$ cat config.mk
export PLATFORM = sky130hd
export DESIGN_NAME = differential_drive_odometry
export DESIGN_NICKNAME = d
export VERILOG_FILES = /design/src/rtl/ddo_pkg.sv /design/src/rtl/ddo_mul.sv /design/src/rtl/ddo_cordic.sv /design/src/rtl/differential_drive_odometry.sv
export SDC_FILE = /design/constraint.sdc
export NUM_CORES = 2
export LEC_CHECK = 0
export ABC_AREA = 1
export BUFFER_PORTS_ARGS = -buffer_cell sky130_fd_sc_hd__buf_2
export CAP_MARGIN = 25
export CORE_MARGIN = 5
export CORE_UTILIZATION = 59
export DETAILED_ROUTE_END_ITERATION = 7
export MAX_ROUTING_LAYER = met4
export PLACE_DENSITY_LB_ADDON = 0.08
export SLEW_MARGIN = 40
export SYNTH_ARGS = -nofsm -noshare
export SYNTH_HDL_FRONTEND = slang
export SYNTH_SLANG_ARGS = --single-unit
$ cat constraint.sdc
create_clock -name clk -period 10.1 [get_ports clk]
set_input_delay 2.525 -clock clk [delete_from_list [all_inputs] [get_ports clk]]
set_output_delay 2.525 -clock clk [all_outputs]
set_load 0.005 [all_outputs]
$ cat src/rtl/ddo_pkg.sv
package ddo_pkg;

  localparam int POSITION_BITS = 32;
  localparam int HEADING_BITS  = 16;

  localparam int SPEED_BITS   = 16;
  localparam int TIME_BITS    = 16;
  localparam int FACTOR_BITS  = 16;
  localparam int RATE_BITS    = 32;

  localparam int SUM_BITS     = SPEED_BITS + 1;
  localparam int STEP_BITS    = SUM_BITS + TIME_BITS + 1;

  localparam int MUL_A_BITS   = 34;
  localparam int MUL_B_BITS   = 32;
  localparam int MUL_P_BITS   = MUL_A_BITS + MUL_B_BITS;

  localparam int CORDIC_BITS  = 33;
  localparam int TRIG_BITS    = 32;
  localparam int CORDIC_STEPS = 16;
  localparam int ITER_BITS    = 4;
  localparam logic signed [CORDIC_BITS-1:0] CORDIC_START = 33'sd652032874;

  localparam int CFG_ADDR_BITS = 3;
  localparam int CFG_DATA_BITS = 32;
  localparam logic [FACTOR_BITS-1:0] FACTOR_RESET = 16'd23179;
  localparam logic REG_FACTOR = 1'b0;

  localparam int XY_SHIFT   = 43;
  localparam int TH_SHIFT   = 28;
  localparam int RATE_SHIFT = 12;
  localparam int DELTA_BITS = MUL_P_BITS - XY_SHIFT;

  typedef struct packed {
    logic        [TIME_BITS-1:0]  elapsed_time;
    logic signed [SPEED_BITS-1:0] left_speed;
    logic signed [SPEED_BITS-1:0] right_speed;
  } ddo_in_t;

  typedef struct packed {
    logic signed [POSITION_BITS-1:0] position_x;
    logic signed [POSITION_BITS-1:0] position_y;
    logic        [HEADING_BITS-1:0]  heading_angle;
    logic signed [SPEED_BITS-1:0]    linear_velocity;
    logic signed [RATE_BITS-1:0]     angular_rate;
  } ddo_out_t;

  typedef struct packed {
    logic                    start;
    logic [HEADING_BITS-1:0] heading;
  } ddo_cordic_req_t;

  typedef struct packed {
    logic                        done;
    logic signed [TRIG_BITS-1:0] sin_val;
    logic signed [TRIG_BITS-1:0] cos_val;
  } ddo_cordic_rsp_t;

  function automatic logic [30:0] atan_turn(input logic [ITER_BITS-1:0] idx);
    logic [30:0] v;
    case (idx)
      4'd0:    v = 31'd536870912;
      4'd1:    v = 31'd316933406;
      4'd2:    v = 31'd167458907;
      4'd3:    v = 31'd85004756;
      4'd4:    v = 31'd42667331;
      4'd5:    v = 31'd21354465;
      4'd6:    v = 31'd10679838;
      4'd7:    v = 31'd5340245;
      4'd8:    v = 31'd2670163;
      4'd9:    v = 31'd1335087;
      4'd10:   v = 31'd667544;
      4'd11:   v = 31'd333772;
      4'd12:   v = 31'd166886;
      4'd13:   v = 31'd83443;
      4'd14:   v = 31'd41722;
      4'd15:   v = 31'd20861;
      default: v = 31'd0;
    endcase
    return v;
  endfunction

endpackage

$ cat src/rtl/ddo_mul.sv
module ddo_mul
  import ddo_pkg::*;
(
  input  logic                         clk,
  input  logic signed [MUL_A_BITS-1:0] op_a,
  input  logic signed [MUL_B_BITS-1:0] op_b,
  output logic signed [MUL_P_BITS-1:0] prod
);

  logic signed [MUL_P_BITS-1:0] prod_r;

  always_ff @(posedge clk) begin
    prod_r <= MUL_P_BITS'(op_a) * MUL_P_BITS'(op_b);
  end

  assign prod = prod_r;

endmodule

$ cat src/rtl/ddo_cordic.sv
module ddo_cordic
  import ddo_pkg::*;
(
  input  logic            clk,
  input  logic            rst_n,
  input  ddo_cordic_req_t req,
  output ddo_cordic_rsp_t rsp
);

  logic signed [CORDIC_BITS-1:0] x_r, y_r, z_r;
  logic signed [CORDIC_BITS-1:0] x_nxt, y_nxt, z_nxt;
  logic [ITER_BITS-1:0]          iter_r;
  logic                          busy_r, done_r, flip_r;
  logic signed [CORDIC_BITS-1:0] xs, ys, at;
  logic [31:0]                   ang;
  logic                          flip;
  logic signed [CORDIC_BITS-1:0] neg_x, neg_y;

  assign ang  = {req.heading, {(32-HEADING_BITS){1'b0}}};
  assign flip = ang[31] ^ ang[30];

  assign xs = x_r >>> iter_r;
  assign ys = y_r >>> iter_r;
  assign at = CORDIC_BITS'(atan_turn(iter_r));

  always_comb begin
    if (!z_r[CORDIC_BITS-1]) begin
      x_nxt = x_r - ys;
      y_nxt = y_r + xs;
      z_nxt = z_r - at;
    end else begin
      x_nxt = x_r + ys;
      y_nxt = y_r - xs;
      z_nxt = z_r + at;
    end
  end

  always_ff @(posedge clk) begin
    if (req.start) begin
      x_r    <= CORDIC_START;
      y_r    <= '0;
      z_r    <= CORDIC_BITS'(signed'({ang[31] ^ flip, ang[30:0]}));
      flip_r <= flip;
    end else if (busy_r) begin
      x_r <= x_nxt;
      y_r <= y_nxt;
      z_r <= z_nxt;
    end
  end

  always_ff @(posedge clk) begin
    if (!rst_n) begin
      busy_r <= 1'b0;
      done_r <= 1'b0;
      iter_r <= '0;
    end else if (req.start) begin
      busy_r <= 1'b1;
      done_r <= 1'b0;
      iter_r <= '0;
    end else if (busy_r) begin
      iter_r <= iter_r + 1'b1;
      if (iter_r == ITER_BITS'(CORDIC_STEPS - 1)) begin
        busy_r <= 1'b0;
        done_r <= 1'b1;
      end
    end
  end

  assign neg_x = -x_r;
  assign neg_y = -y_r;

  assign rsp.done    = done_r;
  assign rsp.cos_val = flip_r ? neg_x[TRIG_BITS-1:0] : x_r[TRIG_BITS-1:0];
  assign rsp.sin_val = flip_r ? neg_y[TRIG_BITS-1:0] : y_r[TRIG_BITS-1:0];

endmodule

$ cat src/rtl/differential_drive_odometry.sv
// Differential-drive dead reckoning, one pose update per odometry request.
// The input channel (in_valid, in_stall, in_data) carries elapsed time and
// both wheel speeds; the output channel (out_valid, out_stall, out_data)
// returns the new pose, the mean wheel speed and the angular rate.
// An APB port at cfg_ sets the heading factor at byte address 0.
// Each request passes from acceptance to out_valid through the shift-and-add
// sine/cosine unit (16 rotations and its done flag), then through states in
// which one shared 34x32 multiplier forms the distances, the angular rate,
// the heading change and the projections in turn, and then the load of the
// output register. The next request is accepted only once the block is back
// in idle, after the last one has loaded the output register.
// in_stall is high while a request is in work. A finished result waits in
// the output register while out_stall is high; the block can take the next
// request meanwhile but holds its own result until the register frees.
// Reset clears the pose to zero, the heading to zero, the factor to 23179
// and drops out_valid.
module differential_drive_odometry
  import ddo_pkg::*;
(
  input  logic                     clk,
  input  logic                     rst_n,
  input  logic                     in_valid,
  output logic                     in_stall,
  input  ddo_in_t                  in_data,
  output logic                     out_valid,
  input  logic                     out_stall,
  output ddo_out_t                 out_data,
  input  logic                     cfg_psel,
  input  logic                     cfg_penable,
  input  logic                     cfg_pwrite,
  input  logic [CFG_ADDR_BITS-1:0] cfg_paddr,
  input  logic [CFG_DATA_BITS-1:0] cfg_pwdata,
  output logic [CFG_DATA_BITS-1:0] cfg_prdata,
  output logic                     cfg_pready
);

  localparam logic [3:0] S_IDLE = 4'd0;
  localparam logic [3:0] S_CORD = 4'd1;
  localparam logic [3:0] S_STEP = 4'd2;
  localparam logic [3:0] S_DIFF = 4'd3;
  localparam logic [3:0] S_RATE = 4'd4;
  localparam logic [3:0] S_TH   = 4'd5;
  localparam logic [3:0] S_X    = 4'd6;
  localparam logic [3:0] S_Y    = 4'd7;
  localparam logic [3:0] S_FIN  = 4'd8;
  localparam logic [3:0] S_OUT  = 4'd9;

  localparam int SAT_BITS = (POSITION_BITS > DELTA_BITS ? POSITION_BITS : DELTA_BITS) + 1;

  function automatic logic signed [POSITION_BITS-1:0] sat_add(
    input logic signed [POSITION_BITS-1:0] a,
    input logic signed [DELTA_BITS-1:0]    b
  );
    logic signed [SAT_BITS-1:0] s;
    logic signed [SAT_BITS-1:0] hi;
    logic signed [SAT_BITS-1:0] lo;
    logic signed [POSITION_BITS-1:0] r;
    s  = SAT_BITS'(a) + SAT_BITS'(b);
    hi = SAT_BITS'({1'b0, {(POSITION_BITS-1){1'b1}}});
    lo = -hi - SAT_BITS'(1);
    if (s > hi) begin
      r = {1'b0, {(POSITION_BITS-1){1'b1}}};
    end else if (s < lo) begin
      r = {1'b1, {(POSITION_BITS-1){1'b0}}};
    end else begin
      r = s[POSITION_BITS-1:0];
    end
    return r;
  endfunction

  logic [3:0]                      state_r, state_nxt;
  logic [FACTOR_BITS-1:0]          factor_r;
  logic [TIME_BITS-1:0]            dt_r;
  logic signed [SUM_BITS-1:0]      sum_r, diff_r;
  logic signed [STEP_BITS-1:0]     step_r, ddt_r;
  logic signed [RATE_BITS-1:0]     rate_r;
  logic [HEADING_BITS-1:0]         dth_r;
  logic signed [POSITION_BITS-1:0] pose_x_r, pose_y_r;
  logic [HEADING_BITS-1:0]         heading_r;
  logic                            out_valid_r;
  ddo_out_t                        out_data_r;

  logic                            in_accept, cfg_write;
  logic signed [MUL_A_BITS-1:0]    op_a;
  logic signed [MUL_B_BITS-1:0]    op_b;
  logic signed [MUL_P_BITS-1:0]    prod;
  logic signed [MUL_P_BITS-1:0]    prod_rnd_xy, prod_rnd_th, prod_rnd_rate;
  logic signed [DELTA_BITS-1:0]    delta;
  ddo_cordic_req_t                 cord_req;
  ddo_cordic_rsp_t                 cord_rsp;

  assign in_stall  = (state_r != S_IDLE);
  assign in_accept = in_valid && !in_stall;

  assign cfg_pready = 1'b1;
  assign cfg_write  = cfg_psel && cfg_penable && cfg_pwrite && (cfg_paddr[2] == REG_FACTOR);
  assign cfg_prdata = (cfg_paddr[2] == REG_FACTOR) ?
                      CFG_DATA_BITS'(factor_r) : '0;

  assign cord_req.start   = in_accept;
  assign cord_req.heading = heading_r;

  ddo_cordic u_cordic (
    .clk   (clk),
    .rst_n (rst_n),
    .req   (cord_req),
    .rsp   (cord_rsp)
  );

  always_comb begin
    case (state_r)
      S_STEP: begin
        op_a = MUL_A_BITS'(sum_r);
        op_b = MUL_B_BITS'({1'b0, dt_r});
      end
      S_DIFF: begin
        op_a = MUL_A_BITS'(diff_r);
        op_b = MUL_B_BITS'({1'b0, dt_r});
      end
      S_RATE: begin
        op_a = MUL_A_BITS'(diff_r);
        op_b = MUL_B_BITS'({1'b0, factor_r});
      end
      S_TH: begin
        op_a = MUL_A_BITS'(ddt_r);
        op_b = MUL_B_BITS'({1'b0, factor_r});
      end
      S_X: begin
        op_a = MUL_A_BITS'(step_r);
        op_b = cord_rsp.cos_val;
      end
      S_Y: begin
        op_a = MUL_A_BITS'(step_r);
        op_b = cord_rsp.sin_val;
      end
      default: begin
        op_a = '0;
        op_b = '0;
      end
    endcase
  end

  ddo_mul u_mul (
    .clk  (clk),
    .op_a (op_a),
    .op_b (op_b),
    .prod (prod)
  );

  assign prod_rnd_xy   = prod + (MUL_P_BITS'(1) <<< (XY_SHIFT - 1));
  assign prod_rnd_th   = prod + (MUL_P_BITS'(1) <<< (TH_SHIFT - 1));
  assign prod_rnd_rate = prod + (MUL_P_BITS'(1) <<< (RATE_SHIFT - 1));
  assign delta         = prod_rnd_xy[MUL_P_BITS-1:XY_SHIFT];

  always_comb begin
    state_nxt = state_r;
    case (state_r)
      S_IDLE: if (in_accept) state_nxt = S_CORD;
      S_CORD: if (cord_rsp.done) state_nxt = S_STEP;
      S_STEP: state_nxt = S_DIFF;
      S_DIFF: state_nxt = S_RATE;
      S_RATE: state_nxt = S_TH;
      S_TH:   state_nxt = S_X;
      S_X:    state_nxt = S_Y;
      S_Y:    state_nxt = S_FIN;
      S_FIN:  state_nxt = S_OUT;
      S_OUT:  if (!out_valid_r || !out_stall) state_nxt = S_IDLE;
      default: state_nxt = S_IDLE;
    endcase
  end

  always_ff @(posedge clk) begin
    if (!rst_n) begin
      state_r     <= S_IDLE;
      factor_r    <= FACTOR_RESET;
      pose_x_r    <= '0;
      pose_y_r    <= '0;
      heading_r   <= '0;
      out_valid_r <= 1'b0;
    end else begin
      state_r <= state_nxt;
      if (cfg_write) begin
        factor_r <= cfg_pwdata[FACTOR_BITS-1:0];
      end
      if (state_r == S_Y) begin
        pose_x_r <= sat_add(pose_x_r, delta);
      end
      if (state_r == S_FIN) begin
        pose_y_r  <= sat_add(pose_y_r, delta);
        heading_r <= heading_r + dth_r;
      end
      if (state_r == S_OUT && (!out_valid_r || !out_stall)) begin
        out_valid_r <= 1'b1;
      end else if (!out_stall) begin
        out_valid_r <= 1'b0;
      end
    end
  end

  always_ff @(posedge clk) begin
    if (in_accept) begin
      dt_r   <= in_data.elapsed_time;
      sum_r  <= SUM_BITS'(in_data.left_speed) + SUM_BITS'(in_data.right_speed);
      diff_r <= SUM_BITS'(in_data.right_speed) - SUM_BITS'(in_data.left_speed);
    end
    if (state_r == S_DIFF) begin
      step_r <= prod[STEP_BITS-1:0];
    end
    if (state_r == S_RATE) begin
      ddt_r <= prod[STEP_BITS-1:0];
    end
    if (state_r == S_TH) begin
      rate_r <= prod_rnd_rate[RATE_SHIFT +: RATE_BITS];
    end
    if (state_r == S_X) begin
      dth_r <= prod_rnd_th[TH_SHIFT +: HEADING_BITS];
    end
    if (state_r == S_OUT && (!out_valid_r || !out_stall)) begin
      out_data_r.position_x      <= pose_x_r;
      out_data_r.position_y      <= pose_y_r;
      out_data_r.heading_angle   <= heading_r;
      out_data_r.linear_velocity <= sum_r[SUM_BITS-1:1];
      out_data_r.angular_rate    <= rate_r;
    end
  end

  assign out_valid = out_valid_r;
  assign out_data  = out_data_r;

endmodule

== After elaboration in Yosys (flattened, before gate mapping) ==
Memories as Yosys holds them, arrays and structs flattened. A register that Yosys moved wholly into a read port is not among the register bits.
Cells that the tools add are included.

* $add $sub $neg: 17
* $lt $le $gt $ge: 4
* Shift-type cells: 2
* Reduce and logical (&&, ||, !) cells: 19
* Div/mod/pow operators: 0
* Equal/unequal tests: 14
* Mux-type cells: 25
* Multiply operators: 1
* Bitwise gates (word level): 4

{| class="wikitable"
|+ Operators with widths
! cell !! count
|-
| 2-to-1 mux 32 bit || 6
|-
| 2-to-1 mux 33 bit || 5
|-
| one-hot mux 34 bit (4 select lines) || 1
|-
| one-hot mux 32 bit (4 select lines) || 1
|-
| adder 32 x 23 -> 33 bit || 2
|-
| adder 33 bit || 2
|-
| adder 66 x 44 -> 66 bit (second input constant) || 1
|-
| > comparator 33 x 32 -> 1 bit (second input constant) || 2
|-
| less-than comparator 33 x 32 -> 1 bit (second input constant) || 2
|-
| multiplier 34 x 32 -> 66 bit || 1
|-
| >>> shifter 33 x 4 -> 33 bit || 2
|-
| subtractor 33 bit || 2
|-
| negation 32 bit || 2
|-
| adder 44 x 13 -> 44 bit (second input constant) || 1
|-
| adder 44 x 29 -> 44 bit (second input constant) || 1
|-
| one-hot mux 4 bit (10 select lines) || 1
|-
| adder 33 x 32 -> 33 bit || 1
|-
| subtractor 33 x 32 -> 33 bit || 1
|-
| 2-to-1 mux 4 bit || 5
|-
| adder 16 x 16 -> 17 bit || 1
|-
| subtractor 16 x 16 -> 17 bit || 1
|-
| adder 16 bit || 1
|-
| == test 4 x 3 -> 1 bit (second input constant) || 4
|-
| 2-to-1 mux 16 bit || 1
|-
| 18 further kinds || 39
|}

* Memories kept: 1
* Bits in writable memories: 0
* Register bits after elaboration: 567
* ROM bits: 480
* Bits in latches: 0
* Input port bits: 90
* Logic and storage cells: 114

{| class="wikitable"
|+ Memory list
! memory !! words !! bits a word !! read ports !! clocked after Yosys merged registers in !! wr ports !! line !! source
|-
| (no name shown) || 16 || 30 || 1 || 1 || 0 || ddo_pkg.sv:61 || <nowiki>case (idx)</nowiki>
|}

== Logic depth before layout (Yosys ltp) ==
* Depth in word-level cells: 5
* Mapped depth: 47
* Mapped depth without buffers: 46

== Hierarchy ==
From an unflattened synthesis, not the netlist that was laid out.

* Cells, all modules: 10566
* Area, all modules: 80370.8 um^2

{| class="wikitable"
|+ Modules (own cells, without submodules)
! module !! area each (um^2) !! cells an instance !! times used
|-
| ddo_mul || 41846.4 || 5298 || 1
|-
| differential_drive_odometry || 21897.3 || 2513 || 1
|-
| ddo_cordic || 16627.2 || 2755 || 1
|}

== Worst setup path after synthesis ==
No wires, ideal clock.

* Path type: register -> register
* Start: register state_r[3]
* End: register u_mul.prod_r[64] (netlist: u_mul.prod[64])
* Cell stages (with the launch flop): 37
* Slack: 644 ps
* Arrival: 9384 ps
* Setup time: 72 ps
* Cells stage by stage: dfxtp_1 -> nor2_1 -> inv_1 -> nor2_1 -> nor2_1 -> inv_1 -> a22oi_1 -> inv_2 -> nor2_1 -> inv_1 -> clkbuf_1 -> nand2_1 -> inv_1 -> fa_1 -> inv_1 -> fa_1 -> inv_1 -> fa_1 -> fa_1 -> inv_1 -> fa_1 -> inv_1 -> fa_1 -> inv_1 -> fa_1 -> inv_1 -> fa_1 -> ha_1 -> nand2_1 -> nor2_1 -> inv_1 -> o221a_2 -> nand2_1 -> a21o_1 -> nand2_1 -> nand2_1 -> xor2_1

* Longest elaborated chain between the ends: 4
* Elaborated cells on any way between the ends: 13
* Those cells by class: 1 x mul; 6 x eq/ne; 2 x mux; 4 x reduce/logical

{| class="wikitable"
|+ Ends and longest elaborated chain
! what !! line !! source
|-
| from (decl) || differential_drive_odometry.sv:71 || <nowiki>logic [3:0] state_r, state_nxt;</nowiki>
|-
| from (signal assigned) || differential_drive_odometry.sv:181 || <nowiki>state_r <= state_nxt;</nowiki>
|-
| == test 4 x 3 -> 1 bit / == test 4 x 2 -> 1 bit (equally long branches) || differential_drive_odometry.sv:111 || <nowiki>case (state_r)</nowiki>
|-
| OR reduction 2 bit (no line) || -- ||
|-
| one-hot mux 34 bit (4 select lines) / one-hot mux 32 bit (4 select lines) (equally long branches) || differential_drive_odometry.sv:111 ||
|-
| multiplier 34 x 32 -> 66 bit * || ddo_mul.sv:13 || <nowiki>prod_r <= MUL_P_BITS'(op_a) * MUL_P_BITS'(op_b);</nowiki>
|-
| to (signal assigned) || ddo_mul.sv:13 ||
|-
| to (decl) || ddo_mul.sv:10 || <nowiki>logic signed [MUL_P_BITS-1:0] prod_r;</nowiki>
|}

Mark *: on every way between the ends. The rest lies on a longest branch, timed or not.
A chain may end at the register's enable or synchronous reset.

== Worst setup path in the final report ==
* Start: register u_cordic.x_r[1]
* End: register u_mul.prod_r[64] (netlist: u_mul.prod[64])

* Longest elaborated chain between the ends: 4

{| class="wikitable"
|+ Ends and longest elaborated chain
! what !! line !! source
|-
| from (decl) || ddo_cordic.sv:10 || <nowiki>logic signed [CORDIC_BITS-1:0] x_r, y_r, z_r;</nowiki>
|-
| from (signal assigned) || ddo_cordic.sv:45 || <nowiki>x_r <= x_nxt;</nowiki>
|-
| negation 32 bit || ddo_cordic.sv:69 || <nowiki>assign neg_x = -x_r;</nowiki>
|-
| 2-to-1 mux 32 bit * || ddo_cordic.sv:73 || <nowiki>assign rsp.cos_val = flip_r ? neg_x[TRIG_BITS-1:0] : x_r[TRIG_BITS-1:0];</nowiki>
|-
| one-hot mux 32 bit (4 select lines) * || differential_drive_odometry.sv:111 ||
|-
| multiplier 34 x 32 -> 66 bit * || ddo_mul.sv:13 ||
|}

Marks and branches as above.

==> flow_summary.json <==
{
  "status": "completed",
  "synth_cell_types": 70,
  "drcViolationCount": 0,
  "crit_arrival_ps": 10310,
  "seq_area_frac_synth_pct": 19.7,
  "cts_root_buf": "clkbuf_16",
  "synth_mux_area_share_pct": 0.0591,
  "cts_tree": "yes",
  "grt_pass1_vias": 66228,
  "yosys.area.top_type": "fa_1",
  "synth_compound_area_share_pct": 9.43,
  "synth.top_cell.area_share_pct": 30.2,
  "hp-class": "reg -> reg",
  "grt_pass1_wl_um": 382000,
  "synth_seq_cells": 596,
  "relSlewSlack_pct": 38.8,
  "powerDensity_mw_per_mm2": 136,
  "dp_hpwl_um": 201000,
  "post-route-period-util_pct": 96.4,
  "cp-start-kind": "register",
  "crit_slowest_cell": "fa_1",
  "synth_top_family_by_area": "adder cells",
  "worstSetupEndpointType": "register",
  "port_buffers": 217,
  "synthToLayoutAreaGrowth_pct": 8.71,
  "drt_pass1_iterations": 6,
  "clock-sinks": 596,
  "synth-xor-area-share_pct": 4.13,
  "rsz0062_at_grt": "no",
  "yosys.area_share.simple_pct": 18.0,
  "rows": 131,
  "synthFlopType": "edfxtp_1",
  "dieArea_mm2": 0.136,
  "drt_iter0_drc": 6121,
  "core_mm2": 0.128,
  "netlist_area_mm2": 0.0762,
  "die_width_um": 369,
  "finClkSkew_ps": 49.6,
  "routed_wl_um": 249000,
  "setup_viol": 0,
  "grt.overflow.total": 0,
  "wl_per_cell_um": 21.9,
  "max_stage_delay_ps": 680,
  "worst_pin_slew_ps": 916,
  "vias_per_cell": 5.75,
  "synth_edf_count": 311,
  "async_reset_ff_share_pct": 0,
  "vdd_drop_max_uv": 137,
  "start_util_pct": 59.5,
  "syn_inst": 9385,
  "antenna_left": 0,
  "yosysWarnings": 0,
  "layout_min_cycle_time_ps": 9740,
  "fmax_ghz": 0.103,
  "fillCellCount": 11167,
  "hold_viol_final": 0,
  "clk_pin_slew_worst_paths_ps": 60,
  "crit_required_ps": 10680,
  "io_pins": 253,
  "gp_congestion": 1.03,
  "grt_usage_pct": 37.7,
  "synth_commonest_cells": "1912 x inv_1, 1828 x nand2_1, 1150 x fa_1, 754 x nor2_1, 515 x a21oi_1",
  "maxSlewViolCount": 0,
  "synth_fa_ha_area_share_pct": 37.0,
  "fp.dieH_um": 369,
  "grt_max_degree": 128,
  "cp_max_fo": 20,
  "yosys-top-cells-area": "fa_1 30%, edfxtp_1 12%, inv_1 9.4%, nand2_1 9.0%, dfxtp_1 7.5%",
  "crit_top_cell": "fa_1",
  "power_leakage_nw": 41.9,
  "cts_buffers": 71,
  "cts.htree.levels": 3,
  "antenna_found_initial": 6,
  "cts_max_path_buffers": 3,
  "p_total_mw": 11.3,
  "final.setup.tns_ps": 0,
  "synth_most_common_cell": "inv_1",
  "final_nets": 11228,
  "timing_worst_setup_path_type": "reg -> reg",
  "drv_cap": 0,
  "synth.avg_cell_area_um2": 8.12,
  "post-cts-setup-buffers": 0,
  "drive_above_1_share_pct": 7.64,
  "clk_latency_ps": 690,
  "via_count": 65337
}
[layer usage]
metal	GRT usage, %	up-vias	share of wire (%)
met5	-	-	0
li1	-	29486	-
met3	8.31	735	9.9
met1	48.0	32006	40
met4	17.1	0	5.5
met2	58.1	3110	45
[final cells by class]
type	instances	area (um2)	share of cell area (%)
timing repair buffer	459	3250	3.93
sequential	596	15000	18.2
clock inverter	35	513	0.619
antenna	4	10.0	0.0121
multi-input combinational	6509	52600	63.5
clock buffer	95	1950	2.35
tap	1729	2160	2.61
inverter	1940	7300	8.81
[state kept, by name (all words and copies together) (netlist names), 4 cells and up]
| register | count |
|---|---|
| pose_x_r | 32 |
| u_cordic.y_r | 33 |
| u_cordic.iter_r | 4 |
| step_r | 34 |
| rate_r | 32 |
| u_mul.prod | 66 |
| sum_r | 17 |
| out_data | 128 |
| diff_r | 16 |
| dth_r | 16 |
| factor_r | 16 |
| heading_r | 16 |
| dt_r | 16 |
| ddt_r | 34 |
| u_cordic.x_r | 33 |
| u_cordic.z_r | 33 |
| state_r | 4 |
| u_cordic.at | 30 |
| pose_y_r | 32 |
[path summary, 6_finish.rpt]
check             cells after the start             end            start  slack (ps)
setup / recovery                     40  u_mul.prod[64]  u_cordic.x_r[1]         360
hold / removal                        0    out_data[15]       rate_r[15]         390
setup reg to reg                     40  u_mul.prod[64]  u_cordic.x_r[1]         360
hold reg to reg                       0    out_data[15]       rate_r[15]         390
[through the flow]
step	util, %	area [um2]	hold WS [ps]	std cells	setup slack (ps)
after floorplan	-	76300	400	9400	644
after global placement	62.6	80100	403	11224	359
after detailed placement	62.7	80300	405	11231	275
after CTS	64.6	82700	393	11361	197
after global routing	64.7	82800	419	11365	0.639
final	64.7	82800	391	11367	364
[logic make-up (layout without fill, tap and decap cells)]
family	after synthesis	in the layout
multiplexers	4	4
XOR/XNOR	359	359
AO/OA/AOI/OAI	1265	1265
adder cells (fa/ha/maj)	1561	1561
flip-flops	596	596
other	2	21
AND/OR/NAND/NOR	3303	3303
buffers and inverters	2295	2529
[layout by cell type, fill, tap and decap left out, drive strengths merged, types with 31 or more instances in the layout]
master and n:
inv 1934, nand2 1852, fa 1150, nor2 785, a21oi 525, nand3 490
buf 459, o21ai 429, ha 411, edfxtp 311, dfxtp 285, xor2 254
xnor2 105, clkbuf 95, nor3 82, o211ai 47, a22o 46, a31oi 40
nor4 40, a21o 38, nand4 31
[repair_timing]
| item | CTS | global route |
|---|---|---|
| hold buffers | 0 | 0 |
| resized for setup | 0 | 17 |
| endpoints found under the setup margin | 0 | 24 |
[power breakdown]
| part | switching [mW] | total [mW] | internal, mW |
|---|---|---|---|
| logic | 3.68 | 5.46 | 1.77 |
| registers | 0.331 | 3.13 | 2.80 |
| clock network | 1.10 | 2.71 | 1.61 |
[worst max-delay path, delay by kind of cell, from the launching register on]
family / cells / cell delay [ps]
fa+ha+maj: 9 / 4600
simple gates: 20 / 2790
buf+inv: 8 / 1460
flops: 1 / 360
compound gates: 2 / 300
xor+xnor: 1 / 130
(Power assumes the default switching activity.)
